==> config.mk <==
export PLATFORM = sky130hd
export DESIGN_NAME = crc_check_ones_prefix_rnti
export DESIGN_NICKNAME = d
export VERILOG_FILES = /design/src/hdl/crcc_pkg.sv /design/src/hdl/crc_check_ones_prefix_rnti.sv
export SDC_FILE = /design/constraint.sdc
export NUM_CORES = 1
export LEC_CHECK = 0
export ABC_AREA = 1
export BUFFER_PORTS_ARGS = -buffer_cell sky130_fd_sc_hd__buf_2
export CORE_MARGIN = 4
export CORE_UTILIZATION = 35
export CTS_BUF_LIST = sky130_fd_sc_hd__clkbuf_16
export CTS_CLUSTER_DIAMETER = 40
export DETAILED_ROUTE_END_ITERATION = 8
export GPL_TIMING_DRIVEN = 0
export PLACE_DENSITY_LB_ADDON = 0.3
export SLEW_MARGIN = 15
export SYNTH_ARGS = -nofsm -noshare
export SYNTH_HDL_FRONTEND = slang
export SYNTH_SLANG_ARGS = --single-unit
==> constraint.sdc <==
create_clock -name aclk -period 8.5 [get_ports aclk]
set_input_delay 2.55 -clock aclk [delete_from_list [all_inputs] [get_ports aclk]]
set_output_delay 2.55 -clock aclk [all_outputs]
set_load 0.01 [all_outputs]
==> src/hdl/crcc_pkg.sv <==
// ----------------------------------------------------------------------------
// crcc_pkg
// shared constants and the lfsr step for the ones-prefix crc checker
// ----------------------------------------------------------------------------
package crcc_pkg;

    localparam int MAX_CRC_BITS   = 24;
    localparam int MAX_BLOCK_BITS = 4096;
    localparam int PREFIX_ONES    = 24;

    localparam int CRC_W   = MAX_CRC_BITS;
    localparam int LEN_W   = 5;
    localparam int BLEN_W  = 12;
    localparam int GEN_W   = 25;
    localparam int IDX_W   = $clog2(2 * MAX_BLOCK_BITS);
    localparam int PCNT_W  = $clog2(PREFIX_ONES + 1);
    localparam int CFG_A_W = 2;
    localparam int CFG_D_W = 25;

    localparam logic [IDX_W-1:0]  IDX_SAT  = IDX_W'(2 * MAX_BLOCK_BITS - 1);
    localparam logic [PCNT_W-1:0] PCNT_END = PCNT_W'(PREFIX_ONES);

    typedef enum logic [CFG_A_W-1:0] {
        REG_BLOCK_LENGTH  = 2'd0,
        REG_CRC_LENGTH    = 2'd1,
        REG_GENERATOR     = 2'd2,
        REG_SCRAMBLE_MASK = 2'd3
    } cfg_reg_t;

    // effective crc length, clipped to the lfsr width
    function automatic logic [LEN_W-1:0] eff_len(input logic [LEN_W-1:0] len);
        eff_len = (len > LEN_W'(MAX_CRC_BITS)) ? LEN_W'(MAX_CRC_BITS) : len;
    endfunction

    // ones in the low len bits
    function automatic logic [CRC_W-1:0] len_mask(input logic [LEN_W-1:0] len);
        len_mask = ~({CRC_W{1'b1}} << len);
    endfunction

    // one bit through the lfsr of length len
    function automatic logic [CRC_W-1:0] lfsr_step(
        input logic [CRC_W-1:0] rem,
        input logic             din,
        input logic [LEN_W-1:0] len,
        input logic [GEN_W-1:0] gen
    );
        logic [CRC_W-1:0] m;
        logic             top;
        logic [CRC_W-1:0] r;
        m   = len_mask(len);
        top = (len == '0) ? 1'b0 : rem[len - LEN_W'(1)];
        r   = (rem << 1) & m;
        if ((din ^ top) && (len != '0)) begin
            r = r ^ (gen[CRC_W-1:0] & m);
        end
        lfsr_step = r;
    endfunction

endpackage

==> src/hdl/crc_check_ones_prefix_rnti.sv <==
// ----------------------------------------------------------------------------
// crc_check_ones_prefix_rnti
// bit-serial crc check with a virtual ones prefix and rnti-scrambled parity
// ----------------------------------------------------------------------------
// a result beat is registered from the beat marked tlast, in the output register or the skid entry
// throughput: one received bit per cycle while s_tready is high, set by the single-step lfsr update
// reset and every configuration write start a prefix pass of twenty-four ones (one lfsr
// step per cycle) during which s_tready is low; config writes are still taken
// aresetn is synchronous, active low; it restores the default registers
module crc_check_ones_prefix_rnti (
    input  logic        aclk,
    input  logic        aresetn,
    // config write port
    input  logic        cfg_wr_en,
    input  logic [crcc_pkg::CFG_A_W-1:0] cfg_addr,
    input  logic [crcc_pkg::CFG_D_W-1:0] cfg_wdata,
    // received bits
    input  logic        s_tvalid,
    output logic        s_tready,
    input  logic [7:0]  s_tdata,   // [0] rx_bit, [7:1] zero
    input  logic        s_tlast,   // frame_end
    // check results
    output logic        m_tvalid,
    input  logic        m_tready,
    output logic [31:0] m_tdata    // [0] crc_fail, [24:1] computed_parity, [31:25] zero
);

    localparam int CRC_W  = crcc_pkg::CRC_W;
    localparam int LEN_W  = crcc_pkg::LEN_W;
    localparam int BLEN_W = crcc_pkg::BLEN_W;
    localparam int GEN_W  = crcc_pkg::GEN_W;
    localparam int IDX_W  = crcc_pkg::IDX_W;
    localparam int PCNT_W = crcc_pkg::PCNT_W;
    localparam int RES_W  = CRC_W + 1;

    // configuration registers
    logic [BLEN_W-1:0] block_length_reg;
    logic [LEN_W-1:0]  crc_length_reg;
    logic [GEN_W-1:0]  generator_reg;
    logic [CRC_W-1:0]  scramble_mask_reg;

    // prefix pass
    logic [PCNT_W-1:0] pre_cnt_reg, pre_cnt_next;
    logic [CRC_W-1:0]  pre_rem_reg, pre_rem_next;
    logic              pre_busy;

    // per-block state
    logic [CRC_W-1:0]  rem_reg, rem_next;
    logic [IDX_W-1:0]  bit_idx_reg, bit_idx_next;
    logic [CRC_W-1:0]  rx_par_reg, rx_par_next;

    // output register plus skid entry
    logic              out_vld_reg, out_vld_next;
    logic [RES_W-1:0]  out_dat_reg, out_dat_next;
    logic              skid_vld_reg, skid_vld_next;
    logic [RES_W-1:0]  skid_dat_reg, skid_dat_next;

    logic              s_acc;
    logic              m_acc;
    logic [LEN_W-1:0]  len;
    logic [CRC_W-1:0]  lmask;
    logic [CRC_W-1:0]  rem_src;
    logic [CRC_W-1:0]  rem_upd;
    logic [CRC_W-1:0]  par_upd;
    logic              is_payload;
    logic [CRC_W-1:0]  calc_par;
    logic [RES_W-1:0]  res;
    logic              rx_bit;

    assign len      = crcc_pkg::eff_len(crc_length_reg);
    assign lmask    = crcc_pkg::len_mask(len);
    assign pre_busy = (pre_cnt_reg != crcc_pkg::PCNT_END);
    assign rx_bit   = s_tdata[0];

    assign s_tready = !pre_busy && !skid_vld_reg;
    assign s_acc    = s_tvalid && s_tready;
    assign m_tvalid = out_vld_reg;
    assign m_acc    = out_vld_reg && m_tready;
    assign m_tdata  = {{(32 - RES_W){1'b0}}, out_dat_reg};

    // configuration writes
    always_ff @(posedge aclk) begin
        if (!aresetn) begin
            block_length_reg  <= BLEN_W'(64);
            crc_length_reg    <= LEN_W'(24);
            generator_reg     <= GEN_W'(25'h1B2B117);
            scramble_mask_reg <= CRC_W'(24'h00FFFF);
        end else if (cfg_wr_en) begin
            case (crcc_pkg::cfg_reg_t'(cfg_addr))
                crcc_pkg::REG_BLOCK_LENGTH:  block_length_reg  <= cfg_wdata[BLEN_W-1:0];
                crcc_pkg::REG_CRC_LENGTH:    crc_length_reg    <= cfg_wdata[LEN_W-1:0];
                crcc_pkg::REG_GENERATOR:     generator_reg     <= cfg_wdata[GEN_W-1:0];
                crcc_pkg::REG_SCRAMBLE_MASK: scramble_mask_reg <= cfg_wdata[CRC_W-1:0];
                default: ;
            endcase
        end
    end

    // prefix remainder: twenty-four ones through the lfsr, one per cycle
    always_comb begin
        pre_cnt_next = pre_cnt_reg;
        pre_rem_next = pre_rem_reg;
        if (cfg_wr_en) begin
            pre_cnt_next = '0;
            pre_rem_next = '0;
        end else if (pre_busy) begin
            pre_cnt_next = pre_cnt_reg + PCNT_W'(1);
            pre_rem_next = crcc_pkg::lfsr_step(pre_rem_reg, 1'b1, len, generator_reg);
        end
    end

    // bit update: payload goes through the lfsr, parity into the shift register
    always_comb begin
        rem_src    = (bit_idx_reg == '0) ? pre_rem_reg : rem_reg;
        is_payload = ({1'b0, bit_idx_reg} + (IDX_W + 1)'(len))
                     < (IDX_W + 1)'(block_length_reg);
        rem_upd    = is_payload ? crcc_pkg::lfsr_step(rem_src, rx_bit, len, generator_reg)
                                : rem_src;
        par_upd    = is_payload ? rx_par_reg
                                : (((rx_par_reg << 1) | CRC_W'(rx_bit)) & lmask);
        calc_par   = (rem_upd ^ scramble_mask_reg) & lmask;
        res        = {calc_par, (calc_par != par_upd)};

        rem_next    = rem_reg;
        bit_idx_next = bit_idx_reg;
        rx_par_next = rx_par_reg;
        if (s_acc) begin
            rem_next = rem_upd;
            if (s_tlast) begin
                bit_idx_next = '0;
                rx_par_next  = '0;
            end else begin
                bit_idx_next = (bit_idx_reg == crcc_pkg::IDX_SAT) ? bit_idx_reg
                                                                   : bit_idx_reg + IDX_W'(1);
                rx_par_next  = par_upd;
            end
        end
    end

    // result hand-off: output register, skid entry when it is still held
    always_comb begin
        out_vld_next  = out_vld_reg;
        out_dat_next  = out_dat_reg;
        skid_vld_next = skid_vld_reg;
        skid_dat_next = skid_dat_reg;
        if (m_acc) begin
            out_vld_next  = skid_vld_reg;
            out_dat_next  = skid_dat_reg;
            skid_vld_next = 1'b0;
        end
        if (s_acc && s_tlast) begin
            if (!out_vld_reg || m_acc) begin
                if (m_acc && skid_vld_reg) begin
                    skid_vld_next = 1'b1;
                    skid_dat_next = res;
                end else begin
                    out_vld_next = 1'b1;
                    out_dat_next = res;
                end
            end else begin
                skid_vld_next = 1'b1;
                skid_dat_next = res;
            end
        end
    end

    always_ff @(posedge aclk) begin
        if (!aresetn) begin
            pre_cnt_reg  <= '0;
            pre_rem_reg  <= '0;
            bit_idx_reg  <= '0;
            rx_par_reg   <= '0;
            out_vld_reg  <= 1'b0;
            skid_vld_reg <= 1'b0;
        end else begin
            pre_cnt_reg  <= pre_cnt_next;
            pre_rem_reg  <= pre_rem_next;
            bit_idx_reg  <= bit_idx_next;
            rx_par_reg   <= rx_par_next;
            out_vld_reg  <= out_vld_next;
            skid_vld_reg <= skid_vld_next;
        end
    end

    // payload registers
    always_ff @(posedge aclk) begin
        rem_reg      <= rem_next;
        out_dat_reg  <= out_dat_next;
        skid_dat_reg <= skid_dat_next;
    end

endmodule
==> results.json <==
{
  "outcome": "completed",
  "diodes": 0,
  "synth_flop_cell": "dfxtp_1",
  "clk_pin_slew_ps": 50,
  "critPathMostFrequentCell": "nand2_1",
  "max-clock-path-buffers": 3,
  "cp_num_buf_inv": 7,
  "syn_area_per_cell_sq_um": 6.70,
  "core_sq_um": 34900,
  "skew_ps": 18.3,
  "first_pass_iters": 5,
  "io_buffers": 58,
  "cts_resized": 0,
  "slew_headroom_pct": 20.7,
  "drv_slew": 0,
  "synth_cells": 1864,
  "final_cells": 2458,
  "slowest_stage": "fa_1",
  "grt_usage_pct": 23.4,
  "finalHoldViolCount": 0,
  "startpoint": "crc_length_reg[3]$_SDFFE_PN1P_",
  "period_needed_ps": 6100,
  "io_pins": 75,
  "drive_above_1_share_pct": 9.64,
  "ys_ff_latch": 207,
  "synth_edf_count": 49,
  "place_ws_ps": 2570,
  "final_core_util_pct": 42.2,
  "fin_hold_ws_ps": 456,
  "routed_wl_mm": 46.3,
  "finalSetupViolations": 0,
  "yosysTopAreaCell": "dfxtp_1",
  "worstMarginPinSlew_ps": 1180,
  "setup_tns_ps": 0,
  "viasPerCell": 5.30,
  "yosysWarnings": 0,
  "grt_overflow": 0,
  "cp-end-kind": "register",
  "syn-cell-area_sq_um": 12500,
  "area_growth_pct": 17.8,
  "cts_sinks": 207,
  "p_clk_share_pct": 47.6,
  "p_leak_nw": 7.14,
  "ant_nets": 0,
  "critPathLaunchType": "register",
  "seq_power_share_pct": 33.2,
  "cp_max_fo": 11,
  "rsz0062_at_grt": "no",
  "combPwrFrac_pct": 19.2,
  "postCtsSetupBuffers": 0,
  "power.internal_w": 0.00224,
  "critPathMaxStageDelay_ps": 430,
  "row_count": 68,
  "hold_class": "reg2reg",
  "cellPowerDensity_nw_per_um2": 221,
  "postSynth.asyncResetShare_pct": 0,
  "r2r-start": "crc_length_reg[3]$_SDFFE_PN1P_",
  "required_ps": 8750,
  "ys_seq_area_share_pct": 37.1,
  "worst_slack_ps": 2400,
  "p_sw_share_pct": 31.1,
  "insertion_delay_ps": 540,
  "critical-path-top-delay-family": "simple AND/OR/NAND/NOR gates",
  "vias": 13000,
  "holdCritStartpoint": "generator_reg[8]$_SDFFE_PN1P_",
  "fin_nets": 2034,
  "h-tree-depth": 2,
  "hpwl_mm": 36.3,
  "ctsHoldBuffers": 0,
  "synth_cell_type_count": 50,
  "post-synth-top-count-cell": "nand2_1",
  "fillers": 3780,
  "dr.first_iter.drc_count": 1132,
  "max_cap_viol_count": 0,
  "gp_congestion": 0.975,
  "cts_tree": "yes",
  "crit_type": "reg2reg",
  "worstPathArrival_ps": 6350,
  "initial_utilization_pct": 35.8,
  "ys_top_cells_by_count": "nand2_1 (496), inv_1 (289), dfxtp_1 (158)",
  "detail_route.wl_per_cell_microns": 18.8,
  "grt_pass1_wl_mm": 70.7,
  "die-width_microns": 197,
  "fp.dieH_microns": 197,
  "synthTopCellsByArea": "dfxtp_1 (25%), nand2_1 (15%), edfxtp_1 (12%), inv_1 (8.7%), a21oi_1 (5.4%)",
  "antenna_found_initial": 0,
  "finalCritPeriodShare_pct": 71.8,
  "dpl.cell_count": 2384,
  "dieArea_sq_um": 38800,
  "cts_root_buffer": "clkbuf_16",
  "synth_top_area_share_pct": 25.3,
  "irDropWorstVdd_mv": 0.148,
  "fmax_mhz": 164,
  "grt_pass1_vias": 12600,
  "cts_buffers": 40,
  "drc_errors": 0,
  "grt_max_degree": 28,
  "p_sw_w": 0.00101
}
==> metal layers <==
| metal | GRT usage [%] | share of wire (%) | up-vias |
|---|---|---|---|
| met2 | 38.6 | 45 | 485 |
| met4 | 8.47 | 3.7 | 0 |
| met5 | 0 | 0 | - |
| met1 | 31.3 | 44 | 6180 |
| li1 | - | - | 6260 |
| met3 | 3.74 | 7.4 | 99 |
==> power by group through the flow <==
| stage | clock network (W) | logic (W) | registers [W] |
|---|---|---|---|
| 2_1_floorplan | 0 | 0.000423 | 0.00110 |
| 3_3_place_gp | 0 | 0.000606 | 0.00110 |
| 3_5_place_dp | 0 | 0.000612 | 0.00110 |
| 4_1_cts | 0.00157 | 0.000614 | 0.00108 |
| 5_1_grt | 0.00162 | 0.000698 | 0.00108 |
| 6_report | 0.00155 | 0.000624 | 0.00108 |
==> worst reg2reg max path, delay by kind of cell, from the launching register on <==
family,cells,cell delay [ps]
DFF,1,320
xor gates and xnor gates,1,220
adders and majority gates,3,920
AOI/OAI and AO/OA,7,1090
buffers and inverters,7,1180
and+or+nand+nor,16,2080
==> cell type report <==
| cell class | instances | area, sq um | area share, % |
|---|---|---|---|
| Buffer | 87 | 422 | 2.86 |
| Clock buffer | 42 | 1050 | 7.14 |
| Clock inverter | 32 | 265 | 1.80 |
| Inverter | 300 | 1130 | 7.67 |
| Multi-Input combinational cell | 1276 | 6340 | 43.1 |
| Sequential cell | 207 | 4630 | 31.5 |
| Tap cell | 455 | 569 | 3.87 |
| Timing Repair Buffer | 59 | 305 | 2.07 |
==> final timing paths <==
check | end | slack (ps) | cells past startpoint
setup / recovery | skid_dat_reg[0]$_DFFE_PP_ | 2400 | 34
hold / removal | generator_reg[8]$_SDFFE_PN1P_ | 460 | 2
setup reg to reg | skid_dat_reg[0]$_DFFE_PP_ | 2400 | 34
hold reg to reg | generator_reg[8]$_SDFFE_PN1P_ | 460 | 2
==> cells by family after synthesis <==
family	after synthesis	synth area share, %
AND/OR/NAND/NOR	869	30.1
multiplexers	9	0.721
AO/OA/AOI/OAI	336	15.1
adder cells (fa/ha/maj)	22	2.26
flip-flops	207	37.1
other	1	0.0300
buffers and inverters	387	12.4
XOR/XNOR	33	2.31
==> per-stage QoR <==
stage               instance area [sq um]  total power, W
CTS                                 14700         0.00326
global placement                    13400         0.00170
finish                              14700         0.00325
floorplan                           12500         0.00152
detailed placement                  13400         0.00171
global route                        14700         0.00340
==> cell usage in the layout, fill, tap and decap left out, drive strengths merged, types with 2 or more instances in the layout <==
master and instances:
a211oi 3, a21o 3, a21oi 136, a22oi 23
a31oi 2, buf 92, bufinv 3, clkbuf 96
clkinv 16, clkinvlp 6, conb 7, dfxtp 158
edfxtp 49, ha 21, inv 307, mux2i 9
nand2 506, nand3 141, nand3b 4, nand4 49
nor2 138, nor3 26, nor4 3, o211ai 10
o21ai 128, o21bai 8, o221ai 13, o31ai 4
or2 2, xnor2 11, xor2 22
(Power assumes the default switching activity.)
